**config.mk**
```make
export PLATFORM = sky130hd
export DESIGN_NAME = periodic_fade_opacity_core
export DESIGN_NICKNAME = d
export VERILOG_FILES = /design/src/sv/pfo_pkg.sv /design/src/sv/pfo_mod_pipe.sv /design/src/sv/pfo_div_pipe.sv /design/src/sv/periodic_fade_opacity_core.sv
export SDC_FILE = /design/constraint.sdc
export NUM_CORES = 2
export LEC_CHECK = 0
export CORE_MARGIN = 10
export CORE_UTILIZATION = 48
export CTS_BUF_LIST = sky130_fd_sc_hd__clkbuf_8
export DETAILED_ROUTE_END_ITERATION = 16
export DONT_BUFFER_PORTS = 1
export SLEW_MARGIN = 20
export SYNTH_ARGS = -nofsm -noshare
export SYNTH_HDL_FRONTEND = slang
export SYNTH_SLANG_ARGS = --single-unit
```
**constraint.sdc**
```tcl
create_clock -name clk_i -period 7.29 [get_ports clk_i]
set_input_delay 1.0935 -clock clk_i [delete_from_list [all_inputs] [get_ports clk_i]]
set_output_delay 1.0935 -clock clk_i [all_outputs]
set_load 0.01 [all_outputs]
```
**src/sv/pfo_pkg.sv**
```systemverilog
// Shared widths, register codes and segment codes for the periodic fade opacity block.
// No dependencies; used by pfo_div_pipe and periodic_fade_opacity_core.
package pfo_pkg;

  // Fixed field widths
  localparam int unsigned NOW_W     = 32;
  localparam int unsigned VIS_W     = 17;
  localparam int unsigned RAMP_W    = 14;
  localparam int unsigned CYCLE_W   = 19;  // visible + hidden + 2 * ramp at full width
  localparam int unsigned CFG_IDX_W = 2;
  localparam int unsigned CFG_DAT_W = 17;

  localparam int unsigned DEF_TIME_BITS     = 32;
  localparam int unsigned DEF_FRACTION_BITS = 12;

  typedef enum logic [CFG_IDX_W-1:0] {
    CFG_ENABLE,
    CFG_VISIBLE,
    CFG_HIDDEN,
    CFG_RAMP
  } cfg_idx_e;

  // Part of the cycle that a phase falls in
  typedef enum logic [1:0] {
    SEG_FULL,
    SEG_FADE_OUT,
    SEG_DARK,
    SEG_FADE_IN
  } seg_e;

endpackage

```
**src/sv/pfo_mod_pipe.sv**
```systemverilog
// Pipelined restoring modulo: timestamp mod cycle length, one quotient bit per stage.
// Depends on nothing but its parameters; instantiated by periodic_fade_opacity_core.
module pfo_mod_pipe #(
  parameter int unsigned TW = 32,
  parameter int unsigned CW = 19
) (
  input  logic          clk_i,
  input  logic          rst_ni,
  input  logic [CW-1:0] cycle_i,
  input  logic          valid_i,
  input  logic [TW-1:0] now_i,
  output logic          ready_o,
  output logic          valid_o,
  output logic [CW-1:0] rem_o,
  input  logic          ready_i
);

  logic [TW-1:0] valid_q;
  logic [TW-1:0] take;
  logic [CW-1:0] rem_q [TW];
  logic [TW-1:0] now_q [TW];

  for (genvar k = 0; k < TW; k++) begin : g_stage
    logic          prev_valid;
    logic [CW-1:0] prev_rem;
    logic [TW-1:0] prev_now;
    logic [CW:0]   trial;
    logic [CW-1:0] rem_d;

    if (k == 0) begin : g_first
      assign prev_valid = valid_i;
      assign prev_rem   = '0;
      assign prev_now   = now_i;
    end else begin : g_next
      assign prev_valid = valid_q[k-1];
      assign prev_rem   = rem_q[k-1];
      assign prev_now   = now_q[k-1];
    end

    // A stage loads when it is empty or its content moves on
    if (k == TW - 1) begin : g_last
      assign take[k] = !valid_q[k] || ready_i;
    end else begin : g_mid
      assign take[k] = !valid_q[k] || take[k+1];
    end

    // Shift in the next timestamp bit, then subtract the cycle if it fits
    assign trial = {prev_rem, prev_now[TW-1]};

    always_comb begin
      if (trial >= {1'b0, cycle_i}) begin
        rem_d = CW'(trial - {1'b0, cycle_i});
      end else begin
        rem_d = trial[CW-1:0];
      end
    end

    always_ff @(posedge clk_i or negedge rst_ni) begin
      if (!rst_ni) begin
        valid_q[k] <= 1'b0;
      end else if (take[k]) begin
        valid_q[k] <= prev_valid;
      end
    end

    always_ff @(posedge clk_i) begin
      if (take[k]) begin
        rem_q[k] <= rem_d;
        now_q[k] <= {prev_now[TW-2:0], 1'b0};
      end
    end
  end

  assign ready_o = take[0];
  assign valid_o = valid_q[TW-1];
  assign rem_o   = rem_q[TW-1];

endmodule

```
**src/sv/pfo_div_pipe.sv**
```systemverilog
// Pipelined restoring divider for the fade ramps: floor(offset * 2^FB / ramp).
// Depends on pfo_pkg for the segment code that rides along with each beat.
module pfo_div_pipe #(
  parameter int unsigned FB = 12,
  parameter int unsigned RW = 14
) (
  input  logic          clk_i,
  input  logic          rst_ni,
  input  logic [RW-1:0] ramp_i,
  input  logic          valid_i,
  input  logic [RW-1:0] offset_i,
  input  pfo_pkg::seg_e seg_i,
  output logic          ready_o,
  output logic          valid_o,
  output logic [FB-1:0] quo_o,
  output pfo_pkg::seg_e seg_o,
  input  logic          ready_i
);

  logic [FB-1:0] valid_q;
  logic [FB-1:0] take;
  logic [RW-1:0] rem_q [FB];
  logic [FB-1:0] quo_q [FB];
  pfo_pkg::seg_e seg_q [FB];

  for (genvar k = 0; k < FB; k++) begin : g_stage
    logic          prev_valid;
    logic [RW-1:0] prev_rem;
    logic [FB-1:0] prev_quo;
    pfo_pkg::seg_e prev_seg;
    logic [RW:0]   trial;
    logic [RW-1:0] rem_d;
    logic          bit_d;

    if (k == 0) begin : g_first
      assign prev_valid = valid_i;
      assign prev_rem   = offset_i;
      assign prev_quo   = '0;
      assign prev_seg   = seg_i;
    end else begin : g_next
      assign prev_valid = valid_q[k-1];
      assign prev_rem   = rem_q[k-1];
      assign prev_quo   = quo_q[k-1];
      assign prev_seg   = seg_q[k-1];
    end

    if (k == FB - 1) begin : g_last
      assign take[k] = !valid_q[k] || ready_i;
    end else begin : g_mid
      assign take[k] = !valid_q[k] || take[k+1];
    end

    // Offset stays below the ramp, so each step yields one quotient bit
    assign trial = {prev_rem, 1'b0};

    always_comb begin
      if (trial >= {1'b0, ramp_i}) begin
        rem_d = RW'(trial - {1'b0, ramp_i});
        bit_d = 1'b1;
      end else begin
        rem_d = trial[RW-1:0];
        bit_d = 1'b0;
      end
    end

    always_ff @(posedge clk_i or negedge rst_ni) begin
      if (!rst_ni) begin
        valid_q[k] <= 1'b0;
      end else if (take[k]) begin
        valid_q[k] <= prev_valid;
      end
    end

    always_ff @(posedge clk_i) begin
      if (take[k]) begin
        rem_q[k] <= rem_d;
        quo_q[k] <= {prev_quo[FB-2:0], bit_d};
        seg_q[k] <= prev_seg;
      end
    end
  end

  assign ready_o = take[0];
  assign valid_o = valid_q[FB-1];
  assign quo_o   = quo_q[FB-1];
  assign seg_o   = seg_q[FB-1];

endmodule

```
**src/sv/periodic_fade_opacity_core.sv**
```systemverilog
// Top level of the periodic fade opacity block: config registers, segment select, output.
// Depends on pfo_pkg, pfo_mod_pipe and pfo_div_pipe.
//
// Takes one timestamp beat per cycle while in_stall_o is low and returns one opacity
// beat for each, in order, with FRACTION_BITS fraction bits (2^FRACTION_BITS is fully
// opaque). The pipeline has one stage per bit of the timestamp modulo, one
// segment-select stage, one stage per quotient bit of the ramp divider and the output
// register. Every stage holds its own beat, so bubbles close up while the output is
// stalled and, while it is not stalled, throughput stays at one beat per cycle. Write the
// configuration only while no beat is in flight; a write is taken every cycle, and the
// timestamp input stalls during a write and for the cycle after it while the cycle
// length settles.
module periodic_fade_opacity_core #(
  parameter int unsigned TIME_BITS     = pfo_pkg::DEF_TIME_BITS,
  parameter int unsigned FRACTION_BITS = pfo_pkg::DEF_FRACTION_BITS
) (
  input  logic                               clk_i,
  input  logic                               rst_ni,
  // configuration
  input  logic                               cfg_valid_i,
  output logic                               cfg_ready_o,
  input  logic [pfo_pkg::CFG_IDX_W-1:0]      cfg_index_i,
  input  logic [pfo_pkg::CFG_DAT_W-1:0]      cfg_data_i,
  // timestamp in
  input  logic                               in_valid_i,
  output logic                               in_stall_o,
  input  logic [pfo_pkg::NOW_W-1:0]          now_ms_i,
  // opacity out
  output logic                               out_valid_o,
  input  logic                               out_stall_i,
  output logic [FRACTION_BITS:0]             opacity_o
);

  localparam int unsigned TW = (TIME_BITS < pfo_pkg::NOW_W) ? TIME_BITS : pfo_pkg::NOW_W;
  localparam int unsigned CW = pfo_pkg::CYCLE_W;
  localparam int unsigned RW = pfo_pkg::RAMP_W;
  localparam logic [FRACTION_BITS:0] One = {1'b1, {FRACTION_BITS{1'b0}}};

  // ---------------- configuration registers
  logic                         enable_q;
  logic [pfo_pkg::VIS_W-1:0]    visible_q;
  logic [pfo_pkg::VIS_W-1:0]    hidden_q;
  logic [RW-1:0]                ramp_q;
  logic [CW-1:0]                cycle_q;
  logic [CW-1:0]                out_end_q;
  logic [CW-1:0]                dark_end_q;
  logic                         cfg_settle_q;

  assign cfg_ready_o = 1'b1;

  always_ff @(posedge clk_i or negedge rst_ni) begin
    if (!rst_ni) begin
      enable_q  <= 1'b0;
      visible_q <= '0;
      hidden_q  <= '0;
      ramp_q    <= '0;
    end else if (cfg_valid_i) begin
      unique case (pfo_pkg::cfg_idx_e'(cfg_index_i))
        pfo_pkg::CFG_ENABLE:  enable_q  <= cfg_data_i[0];
        pfo_pkg::CFG_VISIBLE: visible_q <= cfg_data_i[pfo_pkg::VIS_W-1:0];
        pfo_pkg::CFG_HIDDEN:  hidden_q  <= cfg_data_i[pfo_pkg::VIS_W-1:0];
        pfo_pkg::CFG_RAMP:    ramp_q    <= cfg_data_i[RW-1:0];
      endcase
    end
  end

  // Segment boundaries, refreshed every cycle from the registers
  always_ff @(posedge clk_i or negedge rst_ni) begin
    if (!rst_ni) begin
      cycle_q      <= '0;
      out_end_q    <= '0;
      dark_end_q   <= '0;
      cfg_settle_q <= 1'b0;
    end else begin
      out_end_q    <= CW'(visible_q) + CW'(ramp_q);
      dark_end_q   <= CW'(visible_q) + CW'(ramp_q) + CW'(hidden_q);
      cycle_q      <= CW'(visible_q) + CW'(hidden_q) + CW'({ramp_q, 1'b0});
      cfg_settle_q <= cfg_valid_i;
    end
  end

  // ---------------- phase = now mod cycle
  logic          mod_ready;
  logic          mod_valid;
  logic [CW-1:0] phase;
  logic          seg_take;
  logic          in_hold;

  // Hold timestamps until the cycle length reflects the last write
  assign in_hold = cfg_valid_i || cfg_settle_q;

  pfo_mod_pipe #(
    .TW (TW),
    .CW (CW)
  ) u_mod (
    .clk_i   (clk_i),
    .rst_ni  (rst_ni),
    .cycle_i (cycle_q),
    .valid_i (in_valid_i && !in_hold),
    .now_i   (now_ms_i[TW-1:0]),
    .ready_o (mod_ready),
    .valid_o (mod_valid),
    .rem_o   (phase),
    .ready_i (seg_take)
  );

  assign in_stall_o = !mod_ready || in_hold;

  // ---------------- segment select
  logic          seg_valid_q;
  pfo_pkg::seg_e seg_q;
  pfo_pkg::seg_e seg_d;
  logic [RW-1:0] offset_q;
  logic [RW-1:0] offset_d;
  logic          div_ready;

  assign seg_take = !seg_valid_q || div_ready;

  always_comb begin
    offset_d = '0;
    priority if (!enable_q || (cycle_q == '0)) begin
      seg_d = pfo_pkg::SEG_FULL;
    end else if (phase < CW'(visible_q)) begin
      seg_d = pfo_pkg::SEG_FULL;
    end else if (phase < out_end_q) begin
      seg_d    = pfo_pkg::SEG_FADE_OUT;
      offset_d = RW'(phase - CW'(visible_q));
    end else if (phase < dark_end_q) begin
      seg_d = pfo_pkg::SEG_DARK;
    end else if (phase < cycle_q) begin
      seg_d    = pfo_pkg::SEG_FADE_IN;
      offset_d = RW'(phase - dark_end_q);
    end else begin
      seg_d = pfo_pkg::SEG_FULL;
    end
  end

  always_ff @(posedge clk_i or negedge rst_ni) begin
    if (!rst_ni) begin
      seg_valid_q <= 1'b0;
    end else if (seg_take) begin
      seg_valid_q <= mod_valid;
    end
  end

  always_ff @(posedge clk_i) begin
    if (seg_take) begin
      seg_q    <= seg_d;
      offset_q <= offset_d;
    end
  end

  // ---------------- ramp divide
  logic                     div_valid;
  logic [FRACTION_BITS-1:0] quo;
  pfo_pkg::seg_e            div_seg;
  logic                     out_take;

  pfo_div_pipe #(
    .FB (FRACTION_BITS),
    .RW (RW)
  ) u_div (
    .clk_i    (clk_i),
    .rst_ni   (rst_ni),
    .ramp_i   (ramp_q),
    .valid_i  (seg_valid_q),
    .offset_i (offset_q),
    .seg_i    (seg_q),
    .ready_o  (div_ready),
    .valid_o  (div_valid),
    .quo_o    (quo),
    .seg_o    (div_seg),
    .ready_i  (out_take)
  );

  // ---------------- output register
  logic                   out_valid_q;
  logic [FRACTION_BITS:0] opacity_q;
  logic [FRACTION_BITS:0] opacity_d;

  assign out_take = !out_valid_q || !out_stall_i;

  always_comb begin
    unique case (div_seg)
      pfo_pkg::SEG_FULL:     opacity_d = One;
      pfo_pkg::SEG_FADE_OUT: opacity_d = One - {1'b0, quo};
      pfo_pkg::SEG_DARK:     opacity_d = '0;
      pfo_pkg::SEG_FADE_IN:  opacity_d = {1'b0, quo};
    endcase
  end

  always_ff @(posedge clk_i or negedge rst_ni) begin
    if (!rst_ni) begin
      out_valid_q <= 1'b0;
    end else if (out_take) begin
      out_valid_q <= div_valid;
    end
  end

  always_ff @(posedge clk_i) begin
    if (out_take) begin
      opacity_q <= opacity_d;
    end
  end

  assign out_valid_o = out_valid_q;
  assign opacity_o   = opacity_q;

endmodule

```
; Yosys cells after proc, flatten, opt, wreduce, memory -nomap -nowiden
; Memories as Yosys holds them, arrays and structs flattened.
; Cells that the tools add are included.
[totals]
out_inout_bits = 16
memories = 5
word_cells = 428
inputBits = 56
regBits = 181
ram_bits = 1936
[classes]
n_mux = 151
add_sub_neg = 51
n_eq_ne = 6
n_reduce_logical = 109
magnitude_cmp = 48
[mem_list]
columns = memory, depth, width, rd, rd_clocked_by_memory_dff, wr, line
row1 = u_mod.now_q, 32, 31, 31, 0, 32, pfo_mod_pipe.sv:21  ; logic [TW-1:0] now_q [TW];
row2 = u_mod.rem_q, 32, 19, 32, 0, 32, pfo_mod_pipe.sv:20  ; logic [CW-1:0] rem_q [TW];
row3 = u_div.rem_q, 12, 14, 11, 0, 12, pfo_div_pipe.sv:22  ; logic [RW-1:0] rem_q [FB];
row4 = u_div.quo_q, 12, 12, 12, 0, 12, pfo_div_pipe.sv:23  ; logic [FB-1:0] quo_q [FB];
row5 = u_div.seg_q, 12, 2, 12, 0, 12, pfo_div_pipe.sv:24  ; pfo_pkg::seg_e seg_q [FB];
[op_table]
columns = cell, n
row1 = $ge 20x19->1, 31
row2 = $mux 19, 32
row3 = $sub 19x19->19, 31
row4 = $mux 14, 15
row5 = $sub 14x14->14, 14
row6 = $ge 15x14->1, 12
row7 = $mux 1, 101
row8 = $pmux 13 s4, 1
row9 = $logic_not 1->1, 50
row10 = $logic_or 1x1->1, 49
row11 = $lt 19x19->1, 2
row12 = $add 18x15->19, 1
row13 = $add 18x17->19, 1
row14 = $ge 1x19->1, 1
row15 = $logic_not 19->1, 1
row16 = $lt 19x17->1, 1
row17 = $lt 19x18->1, 1
row18 = $sub 1x19->19, 1
row19 = $add 17x14->18, 1
row20 = $add 17x17->18, 1
row21 = $sub 13x12->13 const A, 1
row22 = $eq 2x2->1 const B, 4
row23 = $reduce_and 2->1, 4
row24 = $eq 2x1->1 const B, 2
row25 = other kinds (5), 7

; Logic depth before layout (Yosys ltp)
[logic_depth]
ltp_word = 49
mapped_depth = 18
depth_no_buf = 18

; Cells and area by module
; From an unflattened synthesis, not the netlist that was laid out.
[unflattened]
cells_unflattened = 8455
area_unflattened_um2 = 94812.2
[by_module_without_submodules]
columns = mod, instances, area_each_um2, seq_area_each_um2, cells_each
row1 = pfo_mod_pipe, 1, 67370.9, 33952.6, 5944
row2 = pfo_div_pipe, 1, 17429.2, 7987.7, 1510
row3 = periodic_fade_opacity_core, 1, 10012.1, 3573.4, 1001

; Worst setup path before layout
; OpenSTA, ideal clock, no wires.
[synth_timing]
kind = input-to-output
from = input port out_stall_i
to = output port in_stall_o
arrival_ns = 5.745
slack_ns = 0.452
path_stages = 11
n_path_buf = 0
required_time_ns = 6.196
path_cell_list = and3_2 -> inv_1 -> or3_1 -> nor2_4 -> and3_2 -> inv_2 -> nor3_2 -> and4_2 -> and4_1 -> nand4_1 -> nand2_1
[synth_between]
elab_chain_cells = 49
[synth_lines]
columns = item, line
row1 = "start, declared", periodic_fade_opacity_core.sv:30  ; input logic out_stall_i,
row2 = $logic_not 1->1, periodic_fade_opacity_core.sv:181  ; assign out_take = !out_valid_q || !out_stall_i;
row3 = $logic_or 1x1->1, periodic_fade_opacity_core.sv:181
row4 = $logic_or 1x1->1, pfo_div_pipe.sv:48  ; assign take[k] = !valid_q[k] || ready_i;
row5 = named net u_div.take[11], pfo_div_pipe.sv:21  ; logic [FB-1:0] take;
row6 = $logic_or 1x1->1 (4 in a row), pfo_div_pipe.sv:50  ; assign take[k] = !valid_q[k] || take[k+1];
row7 = named net u_div.take[7], pfo_div_pipe.sv:21
row8 = $logic_or 1x1->1 (7 in a row), pfo_div_pipe.sv:50
row9 = $logic_or 1x1->1, periodic_fade_opacity_core.sv:117  ; assign seg_take = !seg_valid_q || div_ready;
row10 = $logic_or 1x1->1, pfo_mod_pipe.sv:42  ; assign take[k] = !valid_q[k] || ready_i;
row11 = $logic_or 1x1->1 (7 in a row), pfo_mod_pipe.sv:44  ; assign take[k] = !valid_q[k] || take[k+1];
row12 = named net u_mod.take[24], pfo_mod_pipe.sv:19  ; logic [TW-1:0] take;
row13 = $logic_or 1x1->1 (24 in a row), pfo_mod_pipe.sv:44
row14 = named net mod_ready, periodic_fade_opacity_core.sv:83  ; logic mod_ready;
row15 = $logic_not 1->1, periodic_fade_opacity_core.sv:107  ; assign in_stall_o = !mod_ready || in_hold;
row16 = $logic_or 1x1->1, periodic_fade_opacity_core.sv:107
row17 = "end, declared", periodic_fade_opacity_core.sv:26  ; output logic in_stall_o,
; The timed path passes the listed nets, and every way through them passes these cells.

; Worst setup path after layout
[layout_timing]
from = register out_valid_q, in the netlist out_valid_o
to = output port in_stall_o
[layout_between]
elab_chain_cells = 49
[layout_lines]
columns = item, line
row1 = "start, declared", periodic_fade_opacity_core.sv:177  ; logic out_valid_q;
row2 = "start signal, assigned", periodic_fade_opacity_core.sv:196  ; out_valid_q <= div_valid;
row3 = $logic_not 1->1, periodic_fade_opacity_core.sv:181
row4 = $logic_or 1x1->1, periodic_fade_opacity_core.sv:181
row5 = $logic_or 1x1->1, pfo_div_pipe.sv:48
row6 = named net u_div.take[11], pfo_div_pipe.sv:21
row7 = $logic_or 1x1->1 (4 in a row), pfo_div_pipe.sv:50
row8 = named net u_div.take[7], pfo_div_pipe.sv:21
row9 = $logic_or 1x1->1 (7 in a row), pfo_div_pipe.sv:50
row10 = $logic_or 1x1->1, periodic_fade_opacity_core.sv:117
row11 = $logic_or 1x1->1, pfo_mod_pipe.sv:42
row12 = $logic_or 1x1->1 (7 in a row), pfo_mod_pipe.sv:44
row13 = named net u_mod.take[24], pfo_mod_pipe.sv:19
row14 = $logic_or 1x1->1 (24 in a row), pfo_mod_pipe.sv:44
row15 = named net mod_ready, periodic_fade_opacity_core.sv:83
row16 = $logic_not 1->1, periodic_fade_opacity_core.sv:107
row17 = $logic_or 1x1->1, periodic_fade_opacity_core.sv:107
; The timed path passes the listed nets, and every way through them passes these cells.

==> results by group <==
Outcome
  – Status: finished clean

Critical path
  – Setup crit start kind: register
  – WP data required: 6.20 ns
  – Endpoint class of the critical path: output port
  – Critical Path Fanout Max: 17
  – Setup Crit Path Kind: reg2out
  – Arr. time, crit path: 4.95 ns

Global route
  – Largest net degree at the start of global routing: between 150 and 200
  – Initial antenna violation count: 6
  – Gr ovfl total: 0
  – Vias in the first global route: 63800
  – First-pass GRT wire length: 345 mm
  – Gr usage total: between 20% and 30%

Floorplan
  – DIE AREA: approximately 210000 µm²
  – Num ports: 72
  – Die width: 462 µm
  – Core footprint: 195000 µm²
  – Initial Util: slightly below 50%
  – Die H: 462 µm
  – Cell Rows: 162

Yosys
  – Yosys top cell area share: between 40 and 50%
  – Area leader, netlist: edfxtp_1
  – Synth Instances: roughly 8300
  – Sequential area share after synthesis: 48.6%
  – FFs w/ async S/R, synth: 9.86%
  – Count of flip-flops with a built-in enable after synthesis: roughly 1400
  – Synth Net Count: 9291
  – Synth warn: 0
  – Syn_area_per_cell: 11.3 µm²
  – Netlist Area Pre-Place: ~94000 µm²
  – Synth cell types: 99
  – Post-synth top flop: edfxtp_1
  – Yosys reg bits: 1541
  – Synth top area cells: edfxtp_1, ha_1, mux2_2, a21oi_1, dfrtp_1

Detailed routing
  – Via density: 5.75
  – Met2 routed WL: 103 mm
  – Met3 WL: approximately 10 mm
  – Vias: 65100
  – Drt drc: 0
  – Starting DRT DRC Count: 4231
  – Antenna Nets Post-Route: 0
  – Drt wl/cell: around 19 µm
  – Drt first pass iters: 6
  – Top Metal Used: met4
  – WL final: between 200 and 250 mm
  – Met1 WL: around 99 mm

Clock network
  – CTS Buffer Depth: 4
  – TritonCTS clock tree: done
  – Skew-Pair Late Insertion Delay: 1.05 ns
  – CTS sink cnt: 1541
  – Num CTS Buffers: 290
  – Worst-path clk slew: approximately 0.06 ns
  – H-Tree Level Count: 5
  – Clock root cell: clkbuf_8
  – Post-CTS setup repair buffer count: 0
  – CTS resizes: 0

Worst hold path
  – Hold Crit Class: in2reg

Layout
  – Share of cells above drive strength 1: 11.7%
  – Commonest non-fill, non-tap cells in the layout: edfxtp_1, ha_1, a21oi_1, nor2_1, inv_1
  – Syn-to-layout area delta: 9.59%
  – Commonest non-fill, non-tap cell in the layout: edfxtp_1
  – Nets: 9564

STA
  – RSZ-0062 raised after global routing: no
  – Max Fclk: 165 MHz
  – Fin. max-slew vios: 0
  – Fin crit share: between 80% and 90%
  – Post-Route Setup TNS: 0 ns
  – Skew final: a little under 0.08 ns
  – Rel. slew slack: approximately a quarter
  – Final hold viol count: 0
  – Setup violators final: 0
  – Slew @ Worst Pin: 1.13 ns
  – Fin crit period: 6.05 ns

Flow run
  – Max-Cap Viols: 0

Place
  – HPWL reported at the end of detailed placement: 158 mm
  – Buffers added on ports: 0
  – GPL Wtd Cong: 0.888
==> critical path, stage by stage (launching register included) <==
cell,delay [ns]
dfrtp_1,0.42
and3_2,0.24
inv_1,0.26
or3_1,0.55
nor2_4,0.22
and3_2,0.27
inv_2,0.08
nor3_2,0.44
and4_2,0.42
and4_1,0.49
nand4_1,0.32
nand2_1,0.21
==> cell type report <==
cell class	instances	area [µm²]
Antenna cell	7	17.5
Clock buffer	312	4290
Clock inverter	191	1060
Fill cell	16800	91900
Inverter	391	1470
Multi-Input combinational cell	6242	46400
Sequential cell	1541	45500
Tap cell	2542	3180
Timing Repair Buffer	101	800
==> registers in the layout (all words and copies together) (netlist names), 19 cells and up <==
| signal | cells |
|---|---|
| u_mod.rem_q | 608 |
| u_mod.now_q | 496 |
| u_div.rem_q | 154 |
| u_div.quo_q | 78 |
| u_mod.g_stage.prev_valid | 31 |
| u_div.seg_q | 24 |
| cycle_q | 19 |
| dark_end_q | 19 |
==> Yosys cell counts (134+ instances only) <==
library cell and count:
xnor2_1 408, mux2_2 390, a21oi_1 761, dfrtp_1 152
nand2_1 379, nor3_1 197, ha_1 880, o21a_1 153
xor2_1 171, edfxtp_1 1389, inv_1 389, a21o_1 171
nor2_1 704, nand3_1 134, o21ai_0 421
==> final timing paths <==
path | cells after the start | start | slack, ns | end
worst max-delay path | 11 | out_valid_o | 1.24 | in_stall_o
worst min-delay path | 0 | now_ms_i[30] | 0.16 | u_mod.now_q[0][30]
worst max register to register | 11 | cycle_q[0] | 2.46 | u_mod.rem_q[1][121]
worst min register to register | 0 | u_div.seg_q[1][3] | 0.37 | u_div.seg_q[2][1]
max in group asynchronous | 2 | rst_ni | 5.73 | cycle_q[0]
min in group asynchronous | 2 | rst_ni | 0.60 | out_valid_o
==> kinds of logic (layout without fill, tap and decap cells) <==
kind of cell	Yosys count	in the layout	share of synthesized area, %
simple gates	2154	2154	11.3
compound gates	2110	2110	14.1
flops	1541	1541	48.6
fa+ha+maj	941	941	13.1
xor+xnor	579	579	5.41
buf+inv	511	995	2.13
mux	457	457	5.48
other cells	1	8	0.00400
==> metal layers <==
layer | up-vias | track usage, %
met5 | - | 0
met4 | 0 | 7.23
met3 | 455 | 3.02
met2 | 1494 | 33.4
met1 | 31300 | 26.5
li1 | 31900 | -
==> repair_timing <==
action,CTS,global route
hold buffers,3,0
endpoints found under the hold margin,153,0
setup endpoints to repair,0,0
==> metrics by stage <==
stage / utilization, % / hold WS [ns] / std cells / area (µm²) / setup WS, ns
after floorplan: - / 0.400 / 8294 / 93700 / 0.452
after global placement: 49.9 / 0.400 / 10800 / 97200 / 1.72
after detailed placement: 50.0 / 0.405 / 10800 / 97200 / 1.73
after CTS: 52.7 / 0.0590 / 11300 / 103000 / 1.20
after global routing: 52.8 / 0.0956 / 11300 / 103000 / 0.926
final: 52.8 / 0.159 / 11300 / 103000 / 1.24
Power is left out: the tool's default activity adds up to more than one toggle a clock period on the data nets, which glitch-free logic cannot reach.
